File: src/rtl/i2cmbe_pkg.sv
// Package for the I2C master byte engine.
// Holds phase and command codes, field widths and the sequencer state type.
`default_nettype none

package i2cmbe_pkg;

    localparam int PhaseW = 5;

    localparam logic [PhaseW-1:0] PH_IDLE    = 5'd0;
    localparam logic [PhaseW-1:0] PH_ST0     = 5'd1;
    localparam logic [PhaseW-1:0] PH_ST1     = 5'd2;
    localparam logic [PhaseW-1:0] PH_ST2     = 5'd3;
    localparam logic [PhaseW-1:0] PH_ST3     = 5'd4;
    localparam logic [PhaseW-1:0] PH_SP0     = 5'd5;
    localparam logic [PhaseW-1:0] PH_SP1     = 5'd6;
    localparam logic [PhaseW-1:0] PH_SP2     = 5'd7;
    localparam logic [PhaseW-1:0] PH_WB_SDA  = 5'd8;
    localparam logic [PhaseW-1:0] PH_WB_SCLH = 5'd9;
    localparam logic [PhaseW-1:0] PH_WB_SCLL = 5'd10;
    localparam logic [PhaseW-1:0] PH_WA_REL  = 5'd11;
    localparam logic [PhaseW-1:0] PH_WA_SCLH = 5'd12;
    localparam logic [PhaseW-1:0] PH_WA_POLL = 5'd13;
    localparam logic [PhaseW-1:0] PH_WA_SP0  = 5'd14;
    localparam logic [PhaseW-1:0] PH_WA_SP1  = 5'd15;
    localparam logic [PhaseW-1:0] PH_WA_SP2  = 5'd16;
    localparam logic [PhaseW-1:0] PH_WA_END  = 5'd17;
    localparam logic [PhaseW-1:0] PH_RB_REL  = 5'd18;
    localparam logic [PhaseW-1:0] PH_RB_SCLH = 5'd19;
    localparam logic [PhaseW-1:0] PH_RB_SCLL = 5'd20;
    localparam logic [PhaseW-1:0] PH_RA_SDA  = 5'd21;
    localparam logic [PhaseW-1:0] PH_RA_SCLH = 5'd22;
    localparam logic [PhaseW-1:0] PH_RA_SCLL = 5'd23;

    localparam logic [2:0] FN_TICK  = 3'd0;
    localparam logic [2:0] FN_START = 3'd1;
    localparam logic [2:0] FN_STOP  = 3'd2;
    localparam logic [2:0] FN_WRITE = 3'd3;
    localparam logic [2:0] FN_READ  = 3'd4;

    localparam logic [7:0] ACK_TIMEOUT_RST = 8'd100;
    localparam logic [2:0] LAST_BIT        = 3'd7;

    localparam int InDataW  = 16;
    localparam int OutDataW = 16;

    typedef struct packed {
        logic [PhaseW-1:0] phase;
        logic [2:0]        bit_idx;
        logic [7:0]        shift;
        logic [7:0]        poll;
        logic              nack;
        logic              scl;
        logic              sda;
        logic [7:0]        held_read;
        logic              held_ack;
        logic              held_to;
    } t_seq_state;

    typedef struct packed {
        logic busy;
        logic done;
    } t_step_flags;

    localparam t_seq_state SEQ_RST = '{
        phase:     PH_IDLE,
        bit_idx:   3'd0,
        shift:     8'd0,
        poll:      8'd0,
        nack:      1'b0,
        scl:       1'b1,
        sda:       1'b1,
        held_read: 8'd0,
        held_ack:  1'b0,
        held_to:   1'b0
    };

endpackage

`default_nettype wire

File: src/rtl/i2cmbe_step.sv
// One line phase of the I2C master sequencer, purely combinational.
// Depends on i2cmbe_pkg for phase codes and the state type.
`default_nettype none

module i2cmbe_step (
    input  var i2cmbe_pkg::t_seq_state  i_cur,
    input  wire logic [2:0]             i_func,
    input  wire logic [7:0]             i_data_byte,
    input  wire logic                   i_send_nack,
    input  wire logic                   i_sda_in,
    input  wire logic [7:0]             i_ack_timeout,
    output i2cmbe_pkg::t_seq_state      o_nxt,
    output i2cmbe_pkg::t_step_flags     o_flags
);

    i2cmbe_pkg::t_seq_state       s;
    logic [i2cmbe_pkg::PhaseW-1:0] nxt_ph;
    logic [2:0]                    bit_sel;

    always_comb begin
        s       = i_cur;
        nxt_ph  = i2cmbe_pkg::PH_IDLE;
        o_flags = '0;

        if (s.phase == i2cmbe_pkg::PH_IDLE) begin
            case (i_func)
                i2cmbe_pkg::FN_START: begin
                    s.phase   = i2cmbe_pkg::PH_ST0;
                    s.bit_idx = 3'd0;
                    s.poll    = 8'd0;
                end
                i2cmbe_pkg::FN_STOP: begin
                    s.phase   = i2cmbe_pkg::PH_SP0;
                    s.bit_idx = 3'd0;
                    s.poll    = 8'd0;
                end
                i2cmbe_pkg::FN_WRITE: begin
                    s.phase   = i2cmbe_pkg::PH_WB_SDA;
                    s.bit_idx = 3'd0;
                    s.poll    = 8'd0;
                    s.shift   = i_data_byte;
                end
                i2cmbe_pkg::FN_READ: begin
                    s.phase   = i2cmbe_pkg::PH_RB_REL;
                    s.bit_idx = 3'd0;
                    s.poll    = 8'd0;
                    s.shift   = 8'd0;
                    s.nack    = i_send_nack;
                end
                default: begin
                end
            endcase
        end

        bit_sel = i2cmbe_pkg::LAST_BIT - s.bit_idx;

        if (s.phase != i2cmbe_pkg::PH_IDLE) begin
            o_flags.busy = 1'b1;
            case (s.phase)
                i2cmbe_pkg::PH_ST0: begin s.sda = 1'b1; nxt_ph = i2cmbe_pkg::PH_ST1; end
                i2cmbe_pkg::PH_ST1: begin s.scl = 1'b1; nxt_ph = i2cmbe_pkg::PH_ST2; end
                i2cmbe_pkg::PH_ST2: begin s.sda = 1'b0; nxt_ph = i2cmbe_pkg::PH_ST3; end
                i2cmbe_pkg::PH_ST3: begin s.scl = 1'b0; end
                i2cmbe_pkg::PH_SP0: begin s.sda = 1'b0; nxt_ph = i2cmbe_pkg::PH_SP1; end
                i2cmbe_pkg::PH_SP1: begin s.scl = 1'b1; nxt_ph = i2cmbe_pkg::PH_SP2; end
                i2cmbe_pkg::PH_SP2: begin s.sda = 1'b1; end
                i2cmbe_pkg::PH_WB_SDA: begin
                    s.sda  = s.shift[bit_sel];
                    nxt_ph = i2cmbe_pkg::PH_WB_SCLH;
                end
                i2cmbe_pkg::PH_WB_SCLH: begin
                    s.scl  = 1'b1;
                    nxt_ph = i2cmbe_pkg::PH_WB_SCLL;
                end
                i2cmbe_pkg::PH_WB_SCLL: begin
                    s.scl = 1'b0;
                    if (s.bit_idx == i2cmbe_pkg::LAST_BIT) begin
                        s.bit_idx = 3'd0;
                        nxt_ph    = i2cmbe_pkg::PH_WA_REL;
                    end else begin
                        s.bit_idx = s.bit_idx + 3'd1;
                        nxt_ph    = i2cmbe_pkg::PH_WB_SDA;
                    end
                end
                i2cmbe_pkg::PH_WA_REL: begin
                    s.sda  = 1'b1;
                    nxt_ph = i2cmbe_pkg::PH_WA_SCLH;
                end
                i2cmbe_pkg::PH_WA_SCLH: begin
                    s.scl  = 1'b1;
                    s.poll = 8'd0;
                    nxt_ph = i2cmbe_pkg::PH_WA_POLL;
                end
                i2cmbe_pkg::PH_WA_POLL: begin
                    if (!i_sda_in) begin
                        s.held_ack = 1'b0;
                        s.held_to  = 1'b0;
                        nxt_ph     = i2cmbe_pkg::PH_WA_END;
                    end else if (s.poll >= i_ack_timeout) begin
                        s.held_ack = 1'b1;
                        s.held_to  = 1'b1;
                        nxt_ph     = i2cmbe_pkg::PH_WA_SP0;
                    end else begin
                        s.poll = s.poll + 8'd1;
                        nxt_ph = i2cmbe_pkg::PH_WA_POLL;
                    end
                end
                i2cmbe_pkg::PH_WA_SP0: begin
                    s.sda  = 1'b0;
                    nxt_ph = i2cmbe_pkg::PH_WA_SP1;
                end
                i2cmbe_pkg::PH_WA_SP1: begin
                    s.scl  = 1'b1;
                    nxt_ph = i2cmbe_pkg::PH_WA_SP2;
                end
                i2cmbe_pkg::PH_WA_SP2: begin
                    s.sda  = 1'b1;
                    nxt_ph = i2cmbe_pkg::PH_WA_END;
                end
                i2cmbe_pkg::PH_WA_END: begin s.scl = 1'b0; end
                i2cmbe_pkg::PH_RB_REL: begin
                    s.sda  = 1'b1;
                    nxt_ph = i2cmbe_pkg::PH_RB_SCLH;
                end
                i2cmbe_pkg::PH_RB_SCLH: begin
                    s.scl = 1'b1;
                    if (i_sda_in) begin
                        s.shift[bit_sel] = 1'b1;
                    end
                    nxt_ph = i2cmbe_pkg::PH_RB_SCLL;
                end
                i2cmbe_pkg::PH_RB_SCLL: begin
                    s.scl = 1'b0;
                    if (s.bit_idx == i2cmbe_pkg::LAST_BIT) begin
                        s.bit_idx   = 3'd0;
                        s.held_read = s.shift;
                        nxt_ph      = i2cmbe_pkg::PH_RA_SDA;
                    end else begin
                        s.bit_idx = s.bit_idx + 3'd1;
                        nxt_ph    = i2cmbe_pkg::PH_RB_SCLH;
                    end
                end
                i2cmbe_pkg::PH_RA_SDA: begin
                    s.sda  = s.nack;
                    nxt_ph = i2cmbe_pkg::PH_RA_SCLH;
                end
                i2cmbe_pkg::PH_RA_SCLH: begin
                    s.scl  = 1'b1;
                    nxt_ph = i2cmbe_pkg::PH_RA_SCLL;
                end
                i2cmbe_pkg::PH_RA_SCLL: begin s.scl = 1'b0; end
                default: begin
                end
            endcase
            s.phase      = nxt_ph;
            o_flags.done = (nxt_ph == i2cmbe_pkg::PH_IDLE);
        end

        o_nxt = s;
    end

endmodule

`default_nettype wire

File: src/rtl/i2c_master_byte_engine_unit.sv
// The result of an input transfer is registered and shows on the output register in the next cycle.
// Throughput: one item per cycle while the output is not stalled; the phase step is a single combinational pass.
// Input is taken while the output register is empty or being drained.
// Reset (synchronous, active low): idle phase, both lines released, held results
// zero, ack timeout 100, output empty.
`default_nettype none

module i2c_master_byte_engine_unit (
    input  wire logic                             i_clk,
    input  wire logic                             i_rst_n,
    input  wire logic                             i_cfg_we,
    input  wire logic [7:0]                       i_cfg_wdata,
    input  wire logic                             s_axis_tvalid,
    output logic                                  s_axis_tready,
    // tdata: data_byte[7:0], send_nack[8], sda_in[9], zero[15:10]
    input  wire logic [i2cmbe_pkg::InDataW-1:0]   s_axis_tdata,
    // tuser: func[2:0]
    input  wire logic [2:0]                       s_axis_tuser,
    output logic                                  m_axis_tvalid,
    input  wire logic                             m_axis_tready,
    // tdata: scl_out[0], sda_out[1], busy_res[2], done_res[3], read_byte[11:4],
    //        ack_bit[12], timed_out[13], zero[15:14]
    output logic [i2cmbe_pkg::OutDataW-1:0]       m_axis_tdata
);

    i2cmbe_pkg::t_seq_state  r_st;
    i2cmbe_pkg::t_seq_state  n_st;
    i2cmbe_pkg::t_step_flags w_flags;
    logic [7:0]              r_ack_timeout;
    logic                    r_out_vld;
    logic [i2cmbe_pkg::OutDataW-1:0] r_out_data;
    logic                    w_in_xfer;

    assign s_axis_tready = !r_out_vld || m_axis_tready;
    assign w_in_xfer     = s_axis_tvalid && s_axis_tready;

    i2cmbe_step u_step (
        .i_cur         (r_st),
        .i_func        (s_axis_tuser),
        .i_data_byte   (s_axis_tdata[7:0]),
        .i_send_nack   (s_axis_tdata[8]),
        .i_sda_in      (s_axis_tdata[9]),
        .i_ack_timeout (r_ack_timeout),
        .o_nxt         (n_st),
        .o_flags       (w_flags)
    );

    always_ff @(posedge i_clk) begin
        if (!i_rst_n) begin
            r_ack_timeout <= i2cmbe_pkg::ACK_TIMEOUT_RST;
        end else if (i_cfg_we) begin
            r_ack_timeout <= i_cfg_wdata;
        end
    end

    always_ff @(posedge i_clk) begin
        if (!i_rst_n) begin
            r_st      <= i2cmbe_pkg::SEQ_RST;
            r_out_vld <= 1'b0;
        end else begin
            if (w_in_xfer) begin
                r_st      <= n_st;
                r_out_vld <= 1'b1;
            end else if (m_axis_tready) begin
                r_out_vld <= 1'b0;
            end
        end
    end

    always_ff @(posedge i_clk) begin
        if (w_in_xfer) begin
            r_out_data <= {2'b00, n_st.held_to, n_st.held_ack, n_st.held_read,
                           w_flags.done, w_flags.busy, n_st.sda, n_st.scl};
        end
    end

    assign m_axis_tvalid = r_out_vld;
    assign m_axis_tdata  = r_out_data;

endmodule

`default_nettype wire

File: config.mk
export PLATFORM = sky130hd
export DESIGN_NAME = i2c_master_byte_engine_unit
export DESIGN_NICKNAME = d
export VERILOG_FILES = /design/src/rtl/i2cmbe_pkg.sv /design/src/rtl/i2cmbe_step.sv /design/src/rtl/i2c_master_byte_engine_unit.sv
export SDC_FILE = /design/constraint.sdc
export NUM_CORES = 1
export LEC_CHECK = 0
export BUFFER_PORTS_ARGS = -buffer_cell sky130_fd_sc_hd__buf_2
export CAP_MARGIN = 20
export CORE_ASPECT_RATIO = 0.7
export CORE_MARGIN = 5
export CORE_UTILIZATION = 50
export CTS_BUF_LIST = sky130_fd_sc_hd__clkbuf_8 sky130_fd_sc_hd__clkbuf_16
export CTS_CLUSTER_SIZE = 14
export DETAILED_ROUTE_END_ITERATION = 8
export GPL_TIMING_DRIVEN = 0
export PLACE_DENSITY = 0.71
export SYNTH_ARGS = -nofsm -noshare
export SYNTH_HDL_FRONTEND = slang
export SYNTH_SLANG_ARGS = --single-unit
File: constraint.sdc
create_clock -name i_clk -period 4.76 [get_ports i_clk]
set_input_delay 0.952 -clock i_clk [delete_from_list [all_inputs] [get_ports i_clk]]
set_output_delay 0.952 -clock i_clk [all_outputs]
set_load 0.1 [all_outputs]
==> results of run 1 <==
-- registers in the layout (all words and copies together), names as in the netlist --
register,flops
m_axis_tdata,14
r_st,37
r_ack_timeout,8
m_axis_tvalid,1
-- power breakdown --
group | total (W) | switching (W) | internal [W]
combinational | 0.000350 | 0.000254 | 0.0000964
clock | 0.000434 | 0.000204 | 0.000230
sequential | 0.000556 | 0.00000948 | 0.000546
-- worst register-to-register path, stage by stage (launching register included) --
cell	delay [ns]
dfxtp_1	0.30
buf_2	0.17
nor3_1	0.33
buf_2	0.31
nand4_1	0.43
buf_2	0.37
nand2_1	0.12
ha_1	0.23
nand2b_1	0.14
a21o_1	0.19
a211o_1	0.31
a211oi_1	0.41
buf_2	0.33
o21ai_0	0.11
nand3_1	0.17
nor3_1	0.09
-- cell usage in the layout (no fill, tap or decap), types with 13 or more instances in the layout --
master / synthesis / layout
nand2_1: 51 / 51
buf_2: 7 / 47
nor2_1: 47 / 47
a21boi_0: 20 / 20
edfxtp_1: 14 / 14
nor3_1: 15 / 15
dfxtp_1: 46 / 46
a21oi_1: 15 / 15
inv_1: 24 / 26
nand3_1: 13 / 13
clkbuf_1: 15 / 15
o21ai_0: 30 / 30
-- metrics by stage --
step	setup WS (ns)	instance area, sq um	instances	power (W)
2_1_floorplan	0.8825	3730	455	0.0008162
3_3_place_gp	0.2088	4053	593	0.0009067
3_5_place_dp	0.1579	4068	594	0.0009059
4_1_cts	0.5211	4258	610	0.001338
5_1_grt	0.2721	4258	610	0.001396
6_report	0.3648	4258	610	0.001339
-- worst max-delay path by stage --
stage | endpoint | slack, ns | depth (start not counted)
after global routing | r_st[20] | 0.27 | 14
after floorplan | r_st[13] | 0.88 | 13
after CTS | m_axis_tdata[3] | 0.52 | 15
final | m_axis_tdata[3] | 0.36 | 15
after global placement | m_axis_tdata[3] | 0.21 | 15
after detailed placement | m_axis_tdata[3] | 0.16 | 15
-- area by class of cell --
cell class                      instances  area [sq um]  share of cell area
Multi-Input combinational cell        342          2155              0.5060
Buffer                                 28         140.1             0.03291
Inverter                               25         93.84             0.02204
Tap cell                               98         122.6             0.02880
Sequential cell                        60          1341              0.3150
Clock buffer                           11         162.7             0.03820
Clock inverter                          5         27.53            0.006465
Timing Repair Buffer                   41         215.2             0.05054
-- layer usage --
metal  vias up  part of all wire  track usage
li1       1753                 -            -
met1      1745              0.45       0.3508
met2       233              0.40       0.3493
met3        20              0.12      0.06118
met4         0             0.020      0.09004
met5         -                 0            0
-- cells by family (layout without fill, tap and decap cells) --
group | after synthesis | after routing | share of synthesized area
multiplexers | 19 | 19 | 0.05440
adder cells (fa/ha/maj) | 11 | 11 | 0.03694
AO/OA/AOI/OAI | 128 | 128 | 0.2398
XOR/XNOR | 1 | 1 | 0.002351
AND/OR/NAND/NOR | 181 | 181 | 0.2428
other | 1 | 2 | 0.001006
buffers and inverters | 53 | 110 | 0.06279
flip-flops | 60 | 60 | 0.3600
==> results.txt, run 1 <==
status: finished, final reports clean
clk buf depth: 2
RSZ-0062 raised after global routing: no
post-synthesis cell area: 3726 sq um
fillers: 680
Overflow after GRT: 0
slowest library cell on the worst path: a211oi_1
Top Family by Delay on Critical Path: simple AND/OR/NAND/NOR gates
worst-path maximum fanout: 10
asr flop ratio synth: 0
worst reg2reg startpoint: r_st[34]
Rel. slew slack: 0.4556
largest net degree at the start of global routing: 19
MaxCap Viol Count: 0
setup bufs post-CTS: 0
Residual DRC: 0
DIE WIDTH: 113.2 um
CTS root buffer: clkbuf_8
#FFs+latches synth: 60
Layout area overhead: 14.27%
most frequent cell after synthesis: nand2_1
R2R depth: 15
CP Class: in -> reg
Worst Path Buf+Inv: 4
TritonCTS Buffers: 9
hold path start: r_st[8]
Fin Setup TNS: 0 ns
post-cts resize count: 0
Detailed Route WL: 11.26 mm
clk_skew: 0.01118 ns
DPL Wire Length: 8.332 mm
hold_buf cts: 0
Synth Warn #: 0
WHS Endpoint: r_st[8]
hold path cells: 2
DRT iter0 DRCs: 367
Final Cycle Share: 0.9234
Setup crit start: s_axis_tuser[0]
ranking of synthesized cells by area: dfxtp_1, edfxtp_1, nand2_1
Critical Path Start Type: primary input
Slew Limit Fails: 0
Seq/Total Area, Yosys: 0.3600
ys flop type: dfxtp_1
Die Area: 9306 sq um
Hold Crit Class: reg -> reg
leading area contributor after synthesis: dfxtp_1
Final Wtd Congestion: 0.9942
Post-synth EDFFs: 14
Clock Latency Late Sink: 0.34 ns
layout cell share with drive strength beyond 1: 0.1777
ant diodes: 0
Vias/cell: 6.149
synth unique cells: 62
Net count, final: 550
first-pass GRT wire length: 17.44 mm
most frequent CP cell: buf_2
Hold Vio Cnt, Final: 0
final core utilization: 0.5843
H-tree levels: 3
R2R setup slack: 0.50 ns
TritonCTS clock tree: done
WHS: 0.4625 ns
Rows: 26
Crit. End Element: flip-flop
WP data required: 4.85 ns
port bufs: 40
routed len/inst: 18.45 um
routed via count: 3751
Synth Area per Inst: 8.207 sq um
initial antenna violation count: 0
synth cell count leaders: nand2_1, nor2_1, dfxtp_1
CP peak stage delay: 0.41 ns
Sink Count: 60
Post-Syn Instances: 454
Clk pin slew, worst setup/hold paths: 0.07 ns
setup violators final: 0
P_leak: 1.743 nW
vias in the first global route: 3423
Global Route Usage Sum: 0.2430
Critical Path AT: 4.48 ns
worst-margin pin slew: 0.8080 ns
post-route antenna net violation count: 0
fmax: 227.5 MHz
Tmin final: 4.395 ns
Die Ht: 82.23 um
Detailed Routing Iterations Pass 1: 5
IO Pins: 50
initial core utilization: 0.5113
pwr/cell area: 314.5 nW/um^2
top cell type's share of synthesized area: 0.2471
reg2reg end: m_axis_tdata[3]
critical-path cell list: buf_2, buf_2, or3_1, nand4_1, buf_2, nand2_1, ha_1, nand2b_1, a21o_1, a211o_1, a211oi_1, buf_2, o21ai_0, nand3_1, nor3_1
Max IR drop VDD: 0.1990 mV
core area: 7287 sq um
No activity file was read; power rests on OpenSTA's default activity.
==> run 2: changes to the inputs <==
--- a/config.mk
+++ b/config.mk
@@ -14,7 +14,8 @@
 export CTS_CLUSTER_SIZE = 14
 export DETAILED_ROUTE_END_ITERATION = 8
 export GPL_TIMING_DRIVEN = 0
-export PLACE_DENSITY = 0.71
+export PLACE_DENSITY = 0.74
+export SLEW_MARGIN = 20
 export SYNTH_ARGS = -nofsm -noshare
 export SYNTH_HDL_FRONTEND = slang
 export SYNTH_SLANG_ARGS = --single-unit
==> constraint.sdc (replaced) <==
create_clock -name i_clk -period 3.95 [get_ports i_clk]
set_input_delay 0.79 -clock i_clk [delete_from_list [all_inputs] [get_ports i_clk]]
set_output_delay 0.79 -clock i_clk [all_outputs]
set_load 0.1 [all_outputs]
==> results.txt, run 2 (synthesized netlist as in run 1, its figures left out) <==
status: finished, final reports clean
max reg flops: 37
register share of total power: 0.424
Detailed Route WL: 11.22 mm
routed via count: 3771
routed len/inst: 18.40 um
IO Pins: 50
worst setup margin: 0.1965 ns
NetSw: 0.0005544 W
commonest non-fill, non-tap cell in the layout: nand2_1
fillers: 693
Design Power: 0.001582 W
most frequent cells in the layout: nand2_1, nor2_1, buf_2, dfxtp_1, o21ai_0
Hold Vio Cnt, Final: 0
Layout area overhead: 13.97%
RSZ-0062 raised after global routing: no
DPL Wire Length: 8.268 mm
Worst Path Buf+Inv: 4
worst-path maximum fanout: 10
Final Cycle Share: 0.9502
CTS root buffer: clkbuf_8
Detailed Routing Iterations Pass 1: 5
first-pass GRT wire length: 18.29 mm
Clock power frac: 0.311
Rows: 26
critical-path cell list: buf_2, buf_2, or3_1, nand4_1, buf_2, nand2_1, ha_1, nand2b_1, a21o_1, a211o_1, a211oi_2, clkbuf_4, o21ai_0, nand3_1, nor3_1
CP peak stage delay: 0.40 ns
hold path cells: 2
R2R setup slack: 0.28 ns
Global Route Usage Sum: 0.2536
slowest library cell on the worst path: or3_1
post-route antenna net violation count: 0
Clock Latency Late Sink: 0.35 ns
Largest Register: r_st
Critical Path Start Type: primary input
Die Area: 9306 sq um
Clk pin slew, worst setup/hold paths: 0.07 ns
Max IR drop VDD: 0.2523 mV
Crit. End Element: flip-flop
ant diodes: 0
logic gate share of total power: 0.266
port bufs: 40
CP Class: in -> reg
DRT iter0 DRCs: 422
R2R depth: 14
initial core utilization: 0.5113
WP data required: 4.04 ns
clk buf depth: 2
Vias/cell: 6.182
TritonCTS clock tree: done
worst reg2reg startpoint: r_st[34]
H-tree levels: 3
pre-CTS setup slack: -0.4247 ns
fmax: 266.4 MHz
Top Family by Delay on Critical Path: simple AND/OR/NAND/NOR gates
WHS: 0.4644 ns
Hold Crit Class: reg -> reg
Rel. slew slack: 0.4586
Critical Path AT: 3.84 ns
Overflow after GRT: 0
reg2reg end: m_axis_tdata[3]
layout cell share with drive strength beyond 1: 0.1816
Die Ht: 82.23 um
clk_skew: 0.01124 ns
MaxCap Viol Count: 0
pwr/cell area: 372.6 nW/um^2
Residual DRC: 0
hold path start: r_st[6]
largest net degree at the start of global routing: 24
Slew Limit Fails: 0
setup violators final: 0
initial antenna violation count: 0
Final Wtd Congestion: 0.9898
worst-margin pin slew: 0.8036 ns
TritonCTS Buffers: 9
internal power: 0.001028 W
P_leak: 1.751 nW
DIE WIDTH: 113.2 um
vias in the first global route: 3527
most frequent CP cell: buf_2
switching share of power: 0.3503
WHS Endpoint: r_st[6]
Net count, final: 550
Sink Count: 60
Tmin final: 3.753 ns
core area: 7287 sq um
run 2: worst max-delay path by stage:
stage	start	cells past startpoint	slack (ns)	end
after floorplan	s_axis_tuser[0]	13	0.23	r_st[13]
after global placement	s_axis_tuser[0]	15	-0.42	m_axis_tdata[3]
after detailed placement	s_axis_tuser[0]	15	-0.42	r_st[19]
after CTS	s_axis_tuser[0]	15	0.16	r_st[19]
after global routing	s_axis_tuser[0]	14	0.09	r_st[13]
final	s_axis_tuser[0]	15	0.20	m_axis_tdata[3]
run 2: power by group through the flow:
stage / Sequential (W) / Combinational, W / Clock, W
after floorplan: 0.000757 / 0.000227 / 0
after global placement: 0.000683 / 0.000408 / 0
after detailed placement: 0.000684 / 0.000405 / 0
after CTS: 0.000670 / 0.000409 / 0.000504
after global routing: 0.000674 / 0.000451 / 0.000538
final: 0.000671 / 0.000420 / 0.000491
run 2: area by class of cell:
cell class                 instances  area, sq um  share of cell area
buffer                            28        143.9             0.03388
clock buffer                      11        151.4             0.03565
clock inverter                     5        21.27            0.005009
inverter                          25        93.84             0.02210
multi-input combinational        342         2165              0.5097
sequential                        60         1341              0.3159
tap                               98        122.6             0.02887
timing repair buffer              41        207.7             0.04891
run 2: what timing repair did:
action                     in CTS  in global routing
setup endpoints to repair      12                  5
pin swaps                       0                  0
buffers inserted                1                  0
resized for setup               1                  2
cloned                          0                  0
hold buffers                    0                  0
run 2: stage by stage:
step	util	instances	instance area [sq um]	setup TNS (ns)
floorplan	-	455	3730	0
global placement	0.5561	593	4053	-3.964
detailed placement	0.5563	593	4054	-4.157
CTS	0.5817	610	4239	0
global route	0.5828	610	4247	0
finish	0.5828	610	4247	0
run 2: layer usage:
layer | GRT usage | wire length, um | vias up
met5 | 0 | 0 | -
met4 | 0.08764 | 208 | 0
met3 | 0.05827 | 1332 | 23
met2 | 0.3800 | 4634 | 232
met1 | 0.3600 | 5047 | 1758
li1 | - | - | 1758
run 2: worst register-to-register path: stages (launching register included):
cell,delay [ns]
dfxtp_1,0.29
buf_2,0.17
nor3_2,0.32
buf_2,0.29
nand4_1,0.16
buf_2,0.26
and2_1,0.21
ha_1,0.29
a21o_1,0.17
a211o_1,0.32
a211oi_2,0.30
clkbuf_4,0.27
o21ai_0,0.09
nand3_1,0.20
nor3_1,0.07
